`config.mk`:
```
export PLATFORM = sky130hd
export DESIGN_NAME = lru_writeback_register_cache
export DESIGN_NICKNAME = d
export VERILOG_FILES = /design/src/rtl/lwrc_pkg.sv /design/src/rtl/lwrc_ram.sv /design/src/rtl/lwrc_age.sv /design/src/rtl/lru_writeback_register_cache.sv
export SDC_FILE = /design/constraint.sdc
export NUM_CORES = 1
export LEC_CHECK = 0
export ABC_AREA = 1
export BUFFER_PORTS_ARGS = -buffer_cell sky130_fd_sc_hd__buf_4
export CELL_PAD_IN_SITES_DETAIL_PLACEMENT = 0
export CELL_PAD_IN_SITES_GLOBAL_PLACEMENT = 2
export CORE_MARGIN = 2
export CORE_UTILIZATION = 35
export CTS_CLUSTER_SIZE = 16
export DETAILED_ROUTE_END_ITERATION = 8
export GPL_TIMING_DRIVEN = 0
export PLACE_DENSITY_LB_ADDON = 0.1
export SYNTH_ARGS = -nofsm -noshare
export SYNTH_HDL_FRONTEND = slang
export SYNTH_HIERARCHICAL = 1
export SYNTH_SLANG_ARGS = --single-unit
```
`constraint.sdc`:
```
create_clock -name clk -period 6.99 [get_ports clk]
set_clock_uncertainty 0.05 [all_clocks]
set_input_delay 0.3495 -clock clk [delete_from_list [all_inputs] [get_ports clk]]
set_output_delay 0.3495 -clock clk [all_outputs]
set_load 0.01 [all_outputs]
```
`src/rtl/lwrc_pkg.sv`:
```
package lwrc_pkg;

    localparam int NUM_ENTRIES = 8;
    localparam int KEY_WIDTH   = 32;
    localparam int AGE_WIDTH   = 32;
    localparam int IDX_W       = $clog2(NUM_ENTRIES);
    localparam int CNT_W       = $clog2(NUM_ENTRIES + 1);
    localparam int REG_INDEX_W = 3;
    localparam int VALUE_W     = 32;
    localparam int IN_TDATA_W  = 40;
    localparam int IN_TUSER_W  = 4;
    localparam int OUT_TDATA_W = 48;

    localparam logic OP_ALLOC = 1'b0;
    localparam logic OP_FLUSH = 1'b1;

    localparam logic [2:0] KIND_IMM    = 3'd0;
    localparam logic [2:0] KIND_GLOBAL = 3'd1;
    localparam logic [2:0] KIND_LOCAL  = 3'd2;
    localparam logic [2:0] KIND_REGVAR = 3'd3;

    localparam logic [1:0] EK_IMM    = 2'd0;
    localparam logic [1:0] EK_GLOBAL = 2'd1;
    localparam logic [1:0] EK_LOCAL  = 2'd2;

    typedef enum logic [2:0] {
        ST_IDLE,
        ST_BYPASS,
        ST_SCAN,
        ST_RESOLVE,
        ST_FL_READ,
        ST_FL_PUT
    } state_t;

    typedef struct packed {
        logic [1:0]           kind;
        logic [KEY_WIDTH-1:0] key;
    } mem_word_t;

    typedef struct packed {
        logic                   age_all;
        logic                   clr;
        logic [IDX_W-1:0]       clr_idx;
    } age_ctl_t;

    typedef struct packed {
        logic                   error;
        logic [1:0]             fill_kind;
        logic                   fill_valid;
        logic [VALUE_W-1:0]     spill_value;
        logic                   spill_kind;
        logic                   spill_valid;
        logic                   hit;
        logic [REG_INDEX_W-1:0] reg_index;
        logic                   reg_bank;
    } res_t;

    localparam int RES_W = $bits(res_t);

endpackage

```
`src/rtl/lwrc_ram.sv`:
```
module lwrc_ram #(
    parameter int DATA_W = 8,
    parameter int ADDR_W = 3
) (
    input  logic              clk,
    input  logic              wr_en,
    input  logic [ADDR_W-1:0] wr_addr,
    input  logic [DATA_W-1:0] wr_data,
    input  logic              rd_en,
    input  logic [ADDR_W-1:0] rd_addr,
    output logic [DATA_W-1:0] rd_data
);

    localparam int DEPTH = 1 << ADDR_W;

    logic [DATA_W-1:0] mem [DEPTH];

    always_ff @(posedge clk)
    begin
        if (wr_en)
        begin
            mem[wr_addr] <= wr_data;
        end
    end

    always_ff @(posedge clk)
    begin
        if (rd_en)
        begin
            rd_data <= mem[rd_addr];
        end
    end

endmodule

```
`src/rtl/lwrc_age.sv`:
```
module lwrc_age (
    input  logic                             clk,
    input  logic                             rst_n,
    input  lwrc_pkg::age_ctl_t               ctl,
    input  logic [lwrc_pkg::IDX_W-1:0]       rd_idx,
    output logic [lwrc_pkg::AGE_WIDTH-1:0]   rd_age
);

    import lwrc_pkg::*;

    localparam logic [AGE_WIDTH-1:0] AGE_MAX = '1;

    logic [AGE_WIDTH-1:0] age_reg  [NUM_ENTRIES];
    logic [AGE_WIDTH-1:0] age_next [NUM_ENTRIES];

    always_comb
    begin
        for (int i = 0; i < NUM_ENTRIES; i++)
        begin
            age_next[i] = age_reg[i];
            if (ctl.clr && (ctl.clr_idx == IDX_W'(i)))
            begin
                age_next[i] = '0;
            end
            else if (ctl.age_all && (age_reg[i] != AGE_MAX))
            begin
                age_next[i] = age_reg[i] + AGE_WIDTH'(1);
            end
        end
    end

    always_ff @(posedge clk or negedge rst_n)
    begin
        if (!rst_n)
        begin
            for (int i = 0; i < NUM_ENTRIES; i++)
            begin
                age_reg[i] <= '0;
            end
        end
        else
        begin
            for (int i = 0; i < NUM_ENTRIES; i++)
            begin
                age_reg[i] <= age_next[i];
            end
        end
    end

    assign rd_age = age_reg[rd_idx];

endmodule

```
`src/rtl/lru_writeback_register_cache.sv`:
```
// Register cache of eight temporary registers keyed by operand kind and value.
// Input channel s_axis: tuser carries opcode and kind, tdata the key value,
// saved register number and is_def flag. Output channel m_axis: tdata carries
// one result item, tlast marks the final result of an input item.
// An allocate reads the entry memory one entry per cycle while tags are
// compared and the oldest entry is tracked; then the resolve state settles
// hit or replacement and, on a replacement, writes the new entry into the
// memory. A register-variable item goes straight to its result. A flush
// makes one memory read and one result per entry.
// One item is worked on at a time; a new item is taken once the previous one
// has put its last result into the output register, which may still wait.
// Reset clears all valid and dirty marks and all ages; no clearing pass runs
// and the block is ready to take an item as soon as reset is released.
// When the receiver stalls, the output register holds its item and the block
// waits before producing the next result.
module lru_writeback_register_cache (
    input  logic                                  clk,
    input  logic                                  rst_n,
    input  logic                                  s_axis_tvalid,
    output logic                                  s_axis_tready,
    // key_value[31:0], saved_reg_id[34:32], is_def[35]
    input  logic [lwrc_pkg::IN_TDATA_W-1:0]       s_axis_tdata,
    // opcode[0], kind[3:1]
    input  logic [lwrc_pkg::IN_TUSER_W-1:0]       s_axis_tuser,
    output logic                                  m_axis_tvalid,
    input  logic                                  m_axis_tready,
    // reg_bank[0], reg_index[3:1], hit[4], spill_valid[5], spill_kind[6],
    // spill_value[38:7], fill_valid[39], fill_kind[41:40], error[42]
    output logic [lwrc_pkg::OUT_TDATA_W-1:0]      m_axis_tdata,
    output logic                                  m_axis_tlast
);

    import lwrc_pkg::*;

    state_t state_reg, state_next;

    logic [1:0]             kind_reg;
    logic [KEY_WIDTH-1:0]   key_reg;
    logic [2:0]             sreg_reg;
    logic                   def_reg;
    logic                   err_reg;

    logic [NUM_ENTRIES-1:0] valid_reg;
    logic [NUM_ENTRIES-1:0] dirty_reg;
    logic [CNT_W-1:0]       cnt_reg;
    logic                   hit_reg;
    logic [IDX_W-1:0]       hit_idx_reg;
    logic [IDX_W-1:0]       best_idx_reg;
    logic [AGE_WIDTH-1:0]   best_age_reg;
    mem_word_t              vic_reg;

    logic                   out_valid_reg;
    logic                   out_last_reg;
    res_t                   out_res_reg;

    logic                   in_fire;
    logic                   slot_free;
    logic                   out_load;
    logic                   out_last;
    res_t                   res;
    logic                   rd_en;
    logic [IDX_W-1:0]       rd_addr;
    logic                   wr_en;
    mem_word_t              wr_word;
    mem_word_t              rd_word;
    age_ctl_t               age_ctl;
    logic [IDX_W-1:0]       scan_idx;
    logic [IDX_W-1:0]       cur_idx;
    logic [AGE_WIDTH-1:0]   rd_age;
    logic                   scan_proc;
    logic                   scan_hit;
    logic                   victim_spill;
    logic                   flush_spill;

    logic                   in_op;
    logic [2:0]             in_kind;
    logic [VALUE_W-1:0]     in_key;

    assign in_op   = s_axis_tuser[0];
    assign in_kind = s_axis_tuser[3:1];
    assign in_key  = s_axis_tdata[VALUE_W-1:0];

    assign in_fire   = s_axis_tvalid && s_axis_tready;
    assign slot_free = !out_valid_reg || m_axis_tready;
    assign scan_idx  = IDX_W'(cnt_reg - CNT_W'(1));
    assign cur_idx   = cnt_reg[IDX_W-1:0];
    assign scan_proc = (state_reg == ST_SCAN) && (cnt_reg != '0);
    assign scan_hit  = valid_reg[scan_idx] && (rd_word.kind == kind_reg)
                       && (rd_word.key == key_reg);

    assign victim_spill = valid_reg[best_idx_reg] && dirty_reg[best_idx_reg]
                          && (vic_reg.kind != EK_IMM);
    assign flush_spill  = valid_reg[cur_idx] && dirty_reg[cur_idx]
                          && (rd_word.kind != EK_IMM);

    lwrc_ram #(
        .DATA_W ($bits(mem_word_t)),
        .ADDR_W (IDX_W)
    ) u_ram (
        .clk     (clk),
        .wr_en   (wr_en),
        .wr_addr (best_idx_reg),
        .wr_data (wr_word),
        .rd_en   (rd_en),
        .rd_addr (rd_addr),
        .rd_data (rd_word)
    );

    lwrc_age u_age (
        .clk    (clk),
        .rst_n  (rst_n),
        .ctl    (age_ctl),
        .rd_idx (scan_idx),
        .rd_age (rd_age)
    );

    always_comb
    begin
        state_next = state_reg;
        unique case (state_reg)
            ST_IDLE:
            begin
                if (in_fire)
                begin
                    if (in_op == OP_FLUSH)
                    begin
                        state_next = ST_FL_READ;
                    end
                    else if (in_kind == KIND_REGVAR)
                    begin
                        state_next = ST_BYPASS;
                    end
                    else
                    begin
                        state_next = ST_SCAN;
                    end
                end
            end
            ST_BYPASS:
            begin
                if (slot_free)
                begin
                    state_next = ST_IDLE;
                end
            end
            ST_SCAN:
            begin
                if (cnt_reg == CNT_W'(NUM_ENTRIES))
                begin
                    state_next = ST_RESOLVE;
                end
            end
            ST_RESOLVE:
            begin
                if (slot_free)
                begin
                    state_next = ST_IDLE;
                end
            end
            ST_FL_READ:
            begin
                state_next = ST_FL_PUT;
            end
            ST_FL_PUT:
            begin
                if (slot_free)
                begin
                    if (cnt_reg == CNT_W'(NUM_ENTRIES - 1))
                    begin
                        state_next = ST_IDLE;
                    end
                    else
                    begin
                        state_next = ST_FL_READ;
                    end
                end
            end
            default:
            begin
                state_next = ST_IDLE;
            end
        endcase
    end

    always_comb
    begin
        s_axis_tready   = 1'b0;
        rd_en           = 1'b0;
        rd_addr         = cur_idx;
        wr_en           = 1'b0;
        wr_word.kind    = kind_reg;
        wr_word.key     = key_reg;
        age_ctl.age_all = 1'b0;
        age_ctl.clr     = 1'b0;
        age_ctl.clr_idx = hit_reg ? hit_idx_reg : best_idx_reg;
        out_load        = 1'b0;
        out_last        = 1'b1;
        res             = '0;
        unique case (state_reg)
            ST_IDLE:
            begin
                s_axis_tready   = 1'b1;
                age_ctl.age_all = in_fire && (in_op == OP_ALLOC)
                                  && (in_kind != KIND_REGVAR);
            end
            ST_BYPASS:
            begin
                out_load      = slot_free;
                res.reg_bank  = 1'b1;
                res.reg_index = sreg_reg;
            end
            ST_SCAN:
            begin
                rd_en = cnt_reg < CNT_W'(NUM_ENTRIES);
            end
            ST_RESOLVE:
            begin
                out_load      = slot_free;
                wr_en         = slot_free && !hit_reg;
                age_ctl.clr   = slot_free;
                res.error     = err_reg;
                res.hit       = hit_reg;
                res.reg_index = REG_INDEX_W'(hit_reg ? hit_idx_reg : best_idx_reg);
                if (!hit_reg)
                begin
                    if (victim_spill)
                    begin
                        res.spill_valid = 1'b1;
                        res.spill_kind  = vic_reg.kind == EK_LOCAL;
                        res.spill_value = VALUE_W'(vic_reg.key);
                    end
                    if (!def_reg)
                    begin
                        res.fill_valid = 1'b1;
                        res.fill_kind  = kind_reg;
                    end
                end
            end
            ST_FL_READ:
            begin
                rd_en = 1'b1;
            end
            ST_FL_PUT:
            begin
                out_load      = slot_free;
                out_last      = cnt_reg == CNT_W'(NUM_ENTRIES - 1);
                res.reg_index = REG_INDEX_W'(cur_idx);
                if (flush_spill)
                begin
                    res.spill_valid = 1'b1;
                    res.spill_kind  = rd_word.kind == EK_LOCAL;
                    res.spill_value = VALUE_W'(rd_word.key);
                end
            end
            default:
            begin
                s_axis_tready = 1'b0;
            end
        endcase
    end

    always_ff @(posedge clk or negedge rst_n)
    begin
        if (!rst_n)
        begin
            state_reg <= ST_IDLE;
        end
        else
        begin
            state_reg <= state_next;
        end
    end

    always_ff @(posedge clk)
    begin
        if (in_fire)
        begin
            sreg_reg <= s_axis_tdata[VALUE_W+2:VALUE_W];
            def_reg  <= s_axis_tdata[VALUE_W+3];
            if ((in_kind == KIND_IMM) || (in_kind == KIND_GLOBAL)
                || (in_kind == KIND_LOCAL))
            begin
                kind_reg <= in_kind[1:0];
                key_reg  <= KEY_WIDTH'($unsigned(in_key));
                err_reg  <= 1'b0;
            end
            else
            begin
                kind_reg <= EK_IMM;
                key_reg  <= '0;
                err_reg  <= 1'b1;
            end
        end
    end

    always_ff @(posedge clk)
    begin
        if (scan_proc && ((cnt_reg == CNT_W'(1)) || (rd_age > best_age_reg)))
        begin
            best_age_reg <= rd_age;
            best_idx_reg <= scan_idx;
            vic_reg      <= rd_word;
        end
        if (scan_proc && scan_hit && !hit_reg)
        begin
            hit_idx_reg <= scan_idx;
        end
    end

    always_ff @(posedge clk or negedge rst_n)
    begin
        if (!rst_n)
        begin
            cnt_reg   <= '0;
            hit_reg   <= 1'b0;
            valid_reg <= '0;
            dirty_reg <= '0;
        end
        else
        begin
            if (in_fire)
            begin
                cnt_reg <= '0;
                hit_reg <= 1'b0;
            end
            else if (state_reg == ST_SCAN)
            begin
                cnt_reg <= cnt_reg + CNT_W'(1);
                if (scan_proc && scan_hit)
                begin
                    hit_reg <= 1'b1;
                end
            end
            if ((state_reg == ST_RESOLVE) && slot_free)
            begin
                if (hit_reg)
                begin
                    dirty_reg[hit_idx_reg] <= dirty_reg[hit_idx_reg] | def_reg;
                end
                else
                begin
                    valid_reg[best_idx_reg] <= 1'b1;
                    dirty_reg[best_idx_reg] <= def_reg;
                end
            end
            if ((state_reg == ST_FL_PUT) && slot_free)
            begin
                valid_reg[cur_idx] <= 1'b0;
                dirty_reg[cur_idx] <= 1'b0;
                cnt_reg            <= cnt_reg + CNT_W'(1);
            end
        end
    end

    always_ff @(posedge clk or negedge rst_n)
    begin
        if (!rst_n)
        begin
            out_valid_reg <= 1'b0;
        end
        else if (out_load)
        begin
            out_valid_reg <= 1'b1;
        end
        else if (m_axis_tready)
        begin
            out_valid_reg <= 1'b0;
        end
    end

    always_ff @(posedge clk)
    begin
        if (out_load)
        begin
            out_res_reg  <= res;
            out_last_reg <= out_last;
        end
    end

    assign m_axis_tvalid = out_valid_reg;
    assign m_axis_tdata  = {(OUT_TDATA_W - RES_W)'(0), out_res_reg};
    assign m_axis_tlast  = out_last_reg;

endmodule
```
## Word level (Yosys, flattened, before mapping)

Memories as Yosys holds them, arrays and structs flattened. A register that Yosys moved wholly into a read port is not among the register bits.
Cells that the tools add are included.
W data, S select, Z words.

| storage, ports and cells | value |
|---|---|
| memories | 1 |
| memory bits (writable) | 272 |
| register bits | 436 |
| logic and storage cells | 241 |

Memory list:

| memory | depth | width | rd ports | clocked after memory_dff | wr ports | RTL line | source |
|---|---|---|---|---|---|---|---|
| u_ram.mem | 8 | 34 | 1 | 1 | 1 | lwrc_ram.sv:16 | `logic [DATA_W-1:0] mem [DEPTH];` |

| cells by class | value |
|---|---|
| bitwise logic cells | 8 |
| magnitude comparators | 10 |
| equal/unequal tests | 35 |
| reduce and logical (&&, ||, !) cells | 65 |
| mux-type cells | 78 |
| $add $sub $neg | 10 |

Operators by type and width:

| cell | count |
|---|---|
| $mux W32 | 18 |
| $add A32 B1 Y32 const B | 8 |
| $ne A32 B32 Y1 const B | 8 |
| $mux W34 | 3 |
| $bmux W32 S3 | 1 |
| $pmux W34 S2 | 1 |
| $mux W8 | 6 |
| $logic_and A1 B1 Y1 | 35 |
| $eq A32 B32 Y1 | 1 |
| $gt A32 B32 Y1 | 1 |
| $reduce_bool A2 Y1 | 13 |
| $mux W1 | 24 |
| $mux W3 | 7 |
| $bmux W1 S3 | 6 |
| $eq A3 B2 Y1 const B | 6 |
| $eq A3 B3 Y1 const B | 6 |
| $and A8 B8 Y8 | 2 |
| $bwmux W8 | 2 |
| $lt A3 B4 Y1 const B | 4 |
| $pmux W3 S5 | 1 |
| $mux W4 | 3 |
| $demux W1 S3 | 3 |
| $eq A3 B1 Y1 const B | 3 |
| $ge A3 B1 Y1 const B | 3 |
| other kinds (29) | 41 |

## Longest topological paths before layout

Gate-level depths: netlist (run 1).

| depth | value |
|---|---|
| depth after elaboration | 9 |
| gate-level depth with buffers | 24 |
| depth with buffers taken out | 24 |

## Hierarchy

The synthesis (run 1) kept the hierarchy.

By module, submodules not included:

| module | cells an instance | instances | seq. area each (µm²) | area each (µm²) |
|---|---|---|---|---|
| lwrc_age | 3195 | 1 | 6406.1 | 19571.3 |
| lwrc_ram | 1227 | 1 | 9188.8 | 12876.1 |
| lru_writeback_register_cache | 909 | 1 | 5280.1 | 9036.2 |

## Least setup slack after synthesis (run 1)

OpenSTA, ideal clock, no wires.

| timing path | value |
|---|---|
| path kind | register to register |
| start | reg cnt_reg[0] |
| end | reg best_age_reg[0] (enable) |
| library setup time | 0.519 ns |
| data required time | 6.421 ns |
| setup slack | 0.314 ns |
| stages on the path, launching flop included | 19 |
| period minus slack after synthesis | 6.676 ns |
| data arrival time | 6.107 ns |
| path buffers | 2 |
| cells stage by stage | dfrtp_1 inv_2 ha_1 or2_0 and2_1 inv_1 inv_1 clkbuf_1 clkbuf_1 a31oi_1 ha_1 nand2_1 nor2_1 nand4_1 nor2_1 nand2_1 nand2_1 nand2_1 a21oi_1 |

| between the ends | value |
|---|---|
| word-level cells in the longest chain between the ends | 8 |
| elaborated cells between the ends (all ways) | 11 |
| classes of those cells | add/sub (1); order compare (1); eq/ne (1); mux (3); bitwise (1); reduce/logical (4) |

Ends and longest elaborated chain:

| item | RTL line | source |
|---|---|---|
| start, declared | lru_writeback_register_cache.sv:45 | `logic [CNT_W-1:0] cnt_reg;` |
| start signal, assigned | lru_writeback_register_cache.sv:328 | `cnt_reg <= cnt_reg + CNT_W'(1);` |
| start signal, assigned | lru_writeback_register_cache.sv:350 | `cnt_reg <= cnt_reg + CNT_W'(1);` |
| $sub A3 B1 Y3 | lru_writeback_register_cache.sv:85 | `assign scan_idx = IDX_W'(cnt_reg - CNT_W'(1));` |
| via scan_idx[0] | lru_writeback_register_cache.sv:67 | `logic [IDX_W-1:0] scan_idx;` |
| $not A3 Y4 (implied by the code) | lwrc_age.sv:50 | `assign rd_age = age_reg[rd_idx];` |
| $bmux W32 S3 | lwrc_age.sv:50 |  |
| $mux W32 (implied by the code) (2 in series) | lwrc_age.sv:50 |  |
| via rd_age[23] | lru_writeback_register_cache.sv:69 | `logic [AGE_WIDTH-1:0] rd_age;` |
| $gt A32 B32 Y1 | lru_writeback_register_cache.sv:298 | `if (scan_proc && ((cnt_reg == CNT_W'(1)) \|\| (rd_age > best_age_reg)))` |
| $logic_or A1 B1 Y1 | lru_writeback_register_cache.sv:298 |  |
| $logic_and A1 B1 Y1 | lru_writeback_register_cache.sv:298 |  |
| end signal, assigned | lru_writeback_register_cache.sv:300 | `best_age_reg <= rd_age;` |
| end, declared | lru_writeback_register_cache.sv:49 | `logic [AGE_WIDTH-1:0] best_age_reg;` |

The timed path passes the listed nets, and every way through them passes these cells. The select of a mux whose other input is x is not followed.
A chain may end at the register's enable or synchronous reset.

## Worst setup path in the final report (run 1)

| timing path | value |
|---|---|
| start | reg cnt_reg[0] |
| end | reg best_age_reg[14] (enable) |

The elaborated chain is that of the path after synthesis.

==> results of run 1 <==
## stage by stage
step	hold WS, ps	cell area, µm²	setup WS (ps)
CTS	4.53	48100	944
finish	44.2	48100	973
floorplan	3.91	41500	314
global placement	428	44100	-3860
detailed placement	382	44500	952
global route	29.7	48100	679
## power by group through the flow
stage               Sequential, mW  Combinational (mW)  Clock, mW
finish                        6.46                6.58       5.13
global route                  6.56                7.23       5.43
CTS                           6.48                6.61       5.27
detailed placement            6.56                6.57          0
global placement              6.62                6.43          0
floorplan                     6.27                4.01          0
## cell usage in the layout, fill, tap and decap left out, drive strengths merged, types with 4 or more instances in the layout
cell         count
ha              43
clkbuf         198
nand3b          15
nor2           611
bufinv          16
o221ai           5
buf            202
or2              4
o22ai           15
nand4          107
dfrtp          281
clkinvlp         7
nand3          397
edfxtp         461
conb             5
a31oi           29
inv            695
o211ai          12
dlygate4sd3     39
a21oi          227
a22oi            8
o21ai          281
nand2         1821
xor2            51
xnor2           38
clkinv          37
nor3            25
## per-layer routing
layer | track usage [%] | share of wire [%]
met1 | 32.0 | 45
met2 | 42.0 | 49
met3 | 2.26 | 3.3
met4 | 7.34 | 2.8
met5 | 0 | 0
## worst min path at each step
stage,startpoint,end,slack (ps),cells past startpoint
after global placement,valid_reg[1]$_DFF_PN0_,valid_reg[1]$_DFF_PN0_,430,1
after detailed placement,rst_n,u_age/age_reg[155]$_DFFE_PN0P_,380,1
final,s_axis_tdata[23],key_reg[23]$_SDFFCE_PP0P_,40,3
after floorplan,rst_n,cnt_reg[0]$_DFFE_PN0P_,4,0
after CTS,s_axis_tdata[23],key_reg[23]$_SDFFCE_PP0P_,5,3
after global routing,s_axis_tdata[23],key_reg[23]$_SDFFCE_PP0P_,30,3
## logic make-up (layout without fill, tap and decap cells)
group / Yosys count / after routing
AOI/OAI and AO/OA: 587 / 587
xor gates and xnor gates: 89 / 89
adders and majority gates: 43 / 43
buffers and inverters: 885 / 1194
DFF: 742 / 742
other: 1 / 5
and+or+nand+nor: 2984 / 2984
## cell type report
cell class,instances,area [µm²]
Multi-Input combinational cell,3708,17100
Timing Repair Buffer,143,1390
Tap cell,1536,1920
Clock buffer,114,2450
Inverter,703,2660
Clock inverter,52,767
Sequential cell,742,20900
Fill cell,12100,69600
Buffer,182,970
## worst max-delay path: cells and delay by family, from the launching register on
| family | cells | cell delay, ps |
|---|---|---|
| buf+inv | 5 | 1700 |
| simple gates | 9 | 1350 |
| compound gates | 4 | 1230 |
| fa+ha+maj | 2 | 720 |
| flops | 1 | 580 |
## what timing repair did
action	4_1_cts	5_1_grt
hold buffers	39	0
hold endpoints to repair	120	0
buffers inserted	0	0
==> flow_summary.yaml, run 1 <==
outcome:
  status: "completed"
cts:
  h-tree-depth: 3
  cts_resized: 0
  numClockSinks: 742
  clock_latency_ps: 680
  cts_inserted_buffers: 90
  clk_pin_slew_ps: 60
  clockBufferDepth: 3
  cts_root_buffer: "clkbuf_16"
  cts_tree: "yes"
timing:
  rsz0062_at_grt: "false"
  finalMaxSlewViolations: 0
  finalHoldViolCount: 0
  tightestPinTransition_ps: 1230
  min_period_ps: 6020
  relSlewSlack_pct: 17.9
  setup_viol: 0
  fmax_mhz: 166
  fin_setup_tns_ps: 0
  finalCritPeriodShare_pct: 86.1
die:
  die-area_um2: 121000
  io_pins: 99
  rows: 126
  fp.coreArea_um2: 118000
  die_y_um: 348
  start_util_pct: 35.2
  die_w_um: 348
detailed_routing:
  antenna_left: 0
  initialDrtViolationCount: 2164
  vias_per_cell: 4.88
  route.detailed.drc: 0
  num_vias: 35100
  wirelength_um: 147000
  routedWlPerCell_um: 20.5
  first_pass_iters: 5
yosys:
  synthTopCellsByCount: "nand2_1 (1788), inv_1 (679), nor2_1 (570)"
  synth_edf_count: 461
  synthMuxAreaShare_pct: 0
  synth_xor_xnor_area_share_pct: 1.88
  synthDistinctLibCells: 56
  syn_area_um2: 41500
  ys_async_sr_fraction_pct: 37.9
  synthFlopType: "edfxtp_1"
  ys_ff_latch: 742
  post-synth-top-count-cell: "nand2_1"
  syn_inst: 5331
  synth_compound_area_share_pct: 7.66
  synth_area_leader_cell: "edfxtp_1"
  ys_top_cells_by_area: "edfxtp_1 (33%), dfrtp_1 (17%), nand2_1 (16%)"
  synth_top_family_by_area: "simple AND/OR/NAND/NOR gates"
  ys_seq_area_share_pct: 50.3
  synth_top_area_share_pct: 33.4
  synth_area_per_cell_um2: 7.78
  synth_fa_ha_area_share_pct: 1.30
  yosys.area_share.simple_pct: 30.1
  ys_warn_count: 6
grt:
  grt_pass1_vias: 34500
  grt_max_degree: 101
  track_usage_pct: 24.2
  grt-ovfl-total: 0
  grt_pass1_wl_um: 221000
  grt_antenna_before_repair: 1
pwr:
  comb_power_share_pct: 36.2
  finalPower_mw: 18.2
  p_sw_mw: 7.46
  p_leak_nw: 21.1
  seqPwrFrac_pct: 35.6
  ir_worst_vdd_uv: 195
  p_clk_share_pct: 28.2
  p_sw_share_pct: 41.1
  intPower_mw: 10.7
  power_density_nw_per_um2: 377
worst_setup_path:
  endpoint: "best_age_reg[14]$_DFFE_PP_"
  cp_slowest_stage_delay_ps: 800
  timing.rr.end: "best_age_reg[14]$_DFFE_PP_"
  r2r_setup_slack_ps: 970
  criticalPathCategory: "flip-flop to flip-flop"
  cpMostUsedCell: "nand2_1"
  arrival_ps: 6330
  path_cells: "inv_2 > ha_1 > inv_1 > inv_2 > buf_1 > a21oi_1 > o21ai_0 > nand2_1 > nor2_1 > a31oi_1 > ha_1 > nand2_1 > nor2_1 > nand2_1 > nor2_1 > nand2_1 > nand2_1 > nand2_1 > a21oi_4 > buf_12"
  required_ps: 7300
  startpoint: "cnt_reg[0]$_DFFE_PN0P_"
  endpoint_kind: "flip-flop"
  cp_slowest_cell: "a21oi_4"
  path_max_fanout: 26
  rr_startpoint: "cnt_reg[0]$_DFFE_PN0P_"
  reg2regPathDepth: 20
  start_kind: "flip-flop"
layout:
  largest_reg_flops: 272
  area_growth_pct: 16.0
  final_nets: 5661
  num_antenna_cells: 0
  final_util_pct: 40.9
  layout-drive-gt1-share_pct: 8.45
  layout.cells.non_filler: 7180
worst_hold_path:
  hp-class: "primary input to flip-flop"
placed_design:
  gp_congestion: 0.882
  dp.cells: 6975
  portBuffers: 89
  hpwl_um: 110000
flow_run:
  maxCapViolations: 0
Power figures use the tool's default switching activity.
==> run 2: changes to the inputs <==
--- a/config.mk
+++ b/config.mk
@@ -5,16 +5,16 @@
 export SDC_FILE = /design/constraint.sdc
 export NUM_CORES = 1
 export LEC_CHECK = 0
-export ABC_AREA = 1
 export BUFFER_PORTS_ARGS = -buffer_cell sky130_fd_sc_hd__buf_4
 export CELL_PAD_IN_SITES_DETAIL_PLACEMENT = 0
 export CELL_PAD_IN_SITES_GLOBAL_PLACEMENT = 2
 export CORE_MARGIN = 2
-export CORE_UTILIZATION = 35
+export CORE_UTILIZATION = 40
 export CTS_CLUSTER_SIZE = 16
 export DETAILED_ROUTE_END_ITERATION = 8
 export GPL_TIMING_DRIVEN = 0
 export PLACE_DENSITY_LB_ADDON = 0.1
+export SETUP_SLACK_MARGIN = 0.2
 export SYNTH_ARGS = -nofsm -noshare
 export SYNTH_HDL_FRONTEND = slang
 export SYNTH_HIERARCHICAL = 1
==> flow_summary.yaml, run 2 <==
pwr:
  p_sw_share_pct: 31.5
  comb_power_share_pct: 23.9
  p_sw_mw: 4.30
  seqPwrFrac_pct: 43.8
  power_density_nw_per_um2: 324
  ir_worst_vdd_uv: 221
  p_leak_nw: 15.3
  intPower_mw: 9.36
  p_clk_share_pct: 32.3
worst_setup_path:
  startpoint: "state_reg[0]$_DFFE_PN0P_"
  r2r_setup_slack_ps: 510
  worstPathBufferInverterCount: 6
  endpoint_kind: "flip-flop"
  critical-path-top-delay-family: "buffers and inverters"
  arrival_ps: 6970
  timing.rr.end: "u_age/age_reg[51]$_DFFE_PN0P_"
  reg2regPathDepth: 12
  rr_startpoint: "state_reg[0]$_DFFE_PN0P_"
  path_depth: 12
  criticalPathCategory: "flip-flop to flip-flop"
  path_cells: "buf_2 > clkbuf_1 > nor3_1 > nand2_1 > nor2_1 > buf_1 > clkbuf_1 > clkbuf_1 > clkbuf_1 > nand3_1 > o211ai_1 > o31ai_1"
  cp_slowest_stage_delay_ps: 1050
  start_kind: "flip-flop"
  cp_slowest_cell: "clkbuf_1"
  path_max_fanout: 10
  required_ps: 7480
  endpoint: "u_age/age_reg[51]$_DFFE_PN0P_"
  cpMostUsedCell: "clkbuf_1"
detailed_routing:
  num_vias: 25900
  antenna_left: 0
  first_pass_iters: 5
  routedWlPerCell_um: 26.5
  vias_per_cell: 6.00
  route.detailed.drc: 0
  wirelength_um: 114000
  initialDrtViolationCount: 2145
timing:
  finalCritPeriodShare_pct: 92.7
  relSlewSlack_pct: 10.3
  setup_viol: 0
  min_period_ps: 6480
  fmax_mhz: 154
  hold_ws_ps: 52.5
  finalHoldViolCount: 0
  rsz0062_at_grt: "false"
  tightestPinTransition_ps: 1350
  finalMaxSlewViolations: 0
grt:
  grt_antenna_before_repair: 6
  grt_pass1_wl_um: 171000
  grt-ovfl-total: 0
  track_usage_pct: 24.6
  grt_pass1_vias: 25800
  grt_max_degree: 100
layout:
  area_growth_pct: 16.3
  largest_reg_flops: 272
  final_util_pct: 46.8
  fillers: 8090
  layout_commonest_cell: "edfxtp_1"
  layout-drive-gt1-share_pct: 17.2
  final_cell_mix: "edfxtp_1 (461), dfrtp_1 (281), a21oi_1 (180), nand2_1 (179), nor2_1 (147)"
  final_nets: 3158
cts:
  clockBufferDepth: 3
  cts_root_buffer: "clkbuf_16"
  cts_tree: "yes"
  numClockSinks: 742
  clk_pin_slew_ps: 60
  clock_latency_ps: 670
  h-tree-depth: 3
  cts_inserted_buffers: 86
yosys:
  ys_warn_count: 6
  ys_async_sr_fraction_pct: 37.9
  synth_edf_count: 461
  syn_inst: 2818
  synth_top_area_share_pct: 38.2
  synth_area_per_cell_um2: 12.8
  syn_area_um2: 36200
  synthDistinctLibCells: 92
  ys_top_cells_by_area: "edfxtp_1 (38%), dfrtp_1 (19%), mux4_2 (7.7%)"
  synth_area_leader_cell: "edfxtp_1"
  ys_ff_latch: 742
  synthFlopType: "edfxtp_1"
  synthTopCellsByCount: "edfxtp_1 (461), dfrtp_1 (281), a21oi_1 (181)"
  ys_seq_area_share_pct: 57.7
  post-synth-top-count-cell: "edfxtp_1"
die:
  rows: 110
  io_pins: 99
  die_w_um: 305
  fp.coreArea_um2: 89900
  start_util_pct: 40.3
  die-area_um2: 92900
  die_y_um: 305
worst_hold_path:
  min-delay-start: "m_axis_tready"
  hp-class: "primary input to flip-flop"
placed_design:
  gp_congestion: 0.886
  portBuffers: 89
  hpwl_um: 82700
flow_run:
  maxCapViolations: 0
outcome:
  status: "completed"
## run 2: stage by stage
step | power [mW] | worst slack, ps | cell area [µm²] | TNS, ps | instances
floorplan | 7.96 | 596 | 36200 | 0 | 2822
global placement | 9.21 | -2530 | 38400 | -200550 | 4087
detailed placement | 9.31 | 151 | 38900 | 0 | 4111
CTS | 13.8 | 362 | 42100 | 0 | 4309
global route | 14.3 | 260 | 42100 | 0 | 4312
finish | 13.7 | 509 | 42100 | 0 | 4314
## run 2: per-layer routing
metal | vias to the layer above | wire length [µm] | global-route usage, %
met5 | - | 22 | 0
met4 | 4 | 2250 | 5.74
li1 | 11600 | - | -
met2 | 801 | 53100 | 39.2
met3 | 148 | 6190 | 3.44
met1 | 13400 | 52700 | 35.8
## run 2: cells by family after synthesis
kind of cell / synth area share [%]
AOI/OAI and AO/OA: 9.40
xor gates and xnor gates: 2.25
adders and majority gates: 1.49
buffers and inverters: 2.69
DFF: 57.7
muxes: 11.6
other: 0.0104
and+or+nand+nor: 14.9
## run 2: power by group through the flow
stage	combinational, mW	clock, mW	sequential [mW]
2_1_floorplan	2.07	0	5.88
3_3_place_gp	3.13	0	6.09
3_5_place_dp	3.25	0	6.07
4_1_cts	3.28	4.53	5.99
5_1_grt	3.51	4.71	6.05
6_report	3.26	4.41	5.98
## run 2: cell type report
type | count | area, µm² | area share (%)
Clock buffer | 121 | 2410 | 5.74
Buffer | 142 | 724 | 1.72
Timing Repair Buffer | 157 | 1540 | 3.65
Multi-Input combinational cell | 1870 | 14500 | 34.3
Antenna cell | 2 | 5.00 | 0.0119
Clock inverter | 36 | 357 | 0.847
Tap cell | 1176 | 1470 | 3.50
Sequential cell | 742 | 20900 | 49.6
Inverter | 68 | 255 | 0.606
## run 2: worst register-to-register path, delay by kind of cell, from the launching register on
family | cells | cell delay [ps]
buffers and inverters | 6 | 4110
and+or+nand+nor | 4 | 1530
DFF | 1 | 350
AOI/OAI and AO/OA | 2 | 310
## run 2: timing repair
item,CTS,global route
endpoints found under the hold margin,128,0
buffers inserted,0,3
pin swaps,0,1
resized for setup,2,0
hold buffers,41,0
setup endpoints to repair,15,44
## run 2: worst min path at each step
| stage | end | slack, ps | cells after the start |
|---|---|---|---|
| 2_1_floorplan | cnt_reg[0]$_DFFE_PN0P_ | 4 | 0 |
| 3_3_place_gp | vic_reg[21]$_DFFE_PP_ | 430 | 0 |
| 3_5_place_dp | u_age/age_reg[110]$_DFFE_PN0P_ | 380 | 1 |
| 4_1_cts | state_reg[2]$_DFFE_PN0P_ | 4 | 4 |
| 5_1_grt | state_reg[2]$_DFFE_PN0P_ | 40 | 4 |
| 6_report | state_reg[2]$_DFFE_PN0P_ | 50 | 4 |
==> run 3: changes to the inputs <==
--- a/config.mk
+++ b/config.mk
@@ -8,6 +8,7 @@
 export BUFFER_PORTS_ARGS = -buffer_cell sky130_fd_sc_hd__buf_4
 export CELL_PAD_IN_SITES_DETAIL_PLACEMENT = 0
 export CELL_PAD_IN_SITES_GLOBAL_PLACEMENT = 2
+export CORE_ASPECT_RATIO = 2
 export CORE_MARGIN = 2
 export CORE_UTILIZATION = 40
 export CTS_CLUSTER_SIZE = 16
@@ -19,3 +20,4 @@
 export SYNTH_HDL_FRONTEND = slang
 export SYNTH_HIERARCHICAL = 1
 export SYNTH_SLANG_ARGS = --single-unit
+export TNS_END_PERCENT = 100
==> flow_summary.yaml, run 3 (synthesis results as in run 2) <==
worst_setup_path:
  required_ps: 7320
  critical-path-top-delay-family: "buffers and inverters"
  path_cells: "clkbuf_1 > inv_1 > ha_1 > inv_1 > buf_2 > buf_2 > buf_1 > mux4_2 > mux2_2 > ha_1 > nand4_1 > nor4_2 > a21boi_0 > o41ai_1 > a31oi_4 > buf_12 > buf_16"
  cp_slowest_cell: "buf_1"
  start_kind: "flip-flop"
  criticalPathCategory: "flip-flop to flip-flop"
  arrival_ps: 6710
  worstPathBufferInverterCount: 8
  path_max_fanout: 20
  cp_slowest_stage_delay_ps: 550
  endpoint_kind: "flip-flop"
  r2r_setup_slack_ps: 610
cts:
  clk_pin_slew_ps: 70
  clock_latency_ps: 690
  h-tree-depth: 3
  clockBufferDepth: 3
  cts_tree: "yes"
  numClockSinks: 742
  cts_root_buffer: "clkbuf_16"
  cts_inserted_buffers: 74
die:
  die-area_um2: 93100
  start_util_pct: 40.2
  rows: 156
  io_pins: 99
  die_w_um: 217
  fp.coreArea_um2: 90000
  die_y_um: 429
grt:
  grt-ovfl-total: 0
  grt_pass1_wl_um: 166000
  grt_max_degree: 90
  track_usage_pct: 24.2
  grt_antenna_before_repair: 2
  grt_pass1_vias: 24600
timing:
  hold_ws_ps: 89.3
  fin_setup_tns_ps: 0
  rsz0062_at_grt: "false"
  tightestPinTransition_ps: 1270
  finalHoldViolCount: 0
  min_period_ps: 6380
  fmax_mhz: 157
  finalMaxSlewViolations: 0
  relSlewSlack_pct: 15.1
  fin_ws_ps: 608
  finalCritPeriodShare_pct: 91.3
  setup_viol: 0
placed_design:
  pre_cts_ws_ps: 94.1
  dp.cells: 4122
  portBuffers: 89
  hpwl_um: 79700
  gp_congestion: 0.855
layout:
  final_cell_mix: "edfxtp_1 (461), dfrtp_1 (281), a21oi_1 (180), nand2_1 (179), nor2_1 (147)"
  area_growth_pct: 15.7
  largest_reg_flops: 272
  layout.cells.non_filler: 4299
  final_nets: 3147
  layout-drive-gt1-share_pct: 17.1
  final_util_pct: 46.5
  layout_commonest_cell: "edfxtp_1"
pwr:
  ir_worst_vdd_uv: 195
  power_density_nw_per_um2: 319
  p_leak_nw: 15.2
detailed_routing:
  vias_per_cell: 5.93
  routedWlPerCell_um: 26.1
  wirelength_um: 112000
  antenna_left: 0
  num_vias: 25500
  route.detailed.drc: 0
  first_pass_iters: 5
  initialDrtViolationCount: 2434
outcome:
  status: "completed"
worst_hold_path:
  hp-class: "primary input to flip-flop"
flow_run:
  maxCapViolations: 0
run 3: power breakdown:
part / leakage (nW) / switching [mW] / internal (mW) / total, mW
clock: 1.22 / 1.83 / 2.33 / 4.17
sequential: 8.05 / 0.553 / 5.43 / 5.98
combinational: 5.89 / 1.82 / 1.40 / 3.23
run 3: final cells by class:
class,instances,area [µm²]
Inverter,68,255
Antenna cell,1,2.50
Buffer,142,726
Timing Repair Buffer,158,1580
Fill cell,8093,48100
Clock buffer,102,2080
Clock inverter,31,402
Sequential cell,742,20900
Tap cell,1185,1480
Multi-Input combinational cell,1870,14500
run 3: layer usage:
layer	GRT usage (%)	share of wire, %	vias to the layer above
met5	0	0	-
met4	6.77	2.3	0
met3	3.04	5.4	124
met2	36.0	45	735
met1	37.2	48	13100
li1	-	-	11500
run 3: timing repair:
item / 4_1_cts / 5_1_grt
hold endpoints to repair: 232 / 0
endpoints found under the setup margin: 18 / 20
gates resized for setup: 1 / 5
setup buffers: 0 / 0
hold buffers: 43 / 0
run 3: per-stage QoR:
step | instance area [µm²] | power [mW]
floorplan | 36200 | 7.96
global placement | 38400 | 9.20
detailed placement | 38900 | 9.29
CTS | 41800 | 13.5
global route | 41900 | 14.0
finish | 41900 | 13.4
run 3: final timing paths:
path                                             startpoint                              to  cells after the start
worst max register to register       cnt_reg[1]$_DFFE_PN0P_           vic_reg[23]$_DFFE_PP_                     17
min in group asynchronous                             rst_n  u_age/age_reg[113]$_DFFE_PN0P_                      2
worst min register to register  u_ram/rd_data[13]$_DFFE_PP_           vic_reg[13]$_DFFE_PP_                      0
max in group asynchronous                             rst_n  u_age/age_reg[187]$_DFFE_PN0P_                      4
worst min-delay path                        s_axis_tuser[0]        state_reg[2]$_DFFE_PN0P_                      4
worst max-delay path                 cnt_reg[1]$_DFFE_PN0P_           vic_reg[23]$_DFFE_PP_                     17
run 3: tightest hold or removal path, cell delays in order:
cell      delay [ps]
buf_4            130
nor2b_1          120
o21bai_1         120
a21oi_1           70
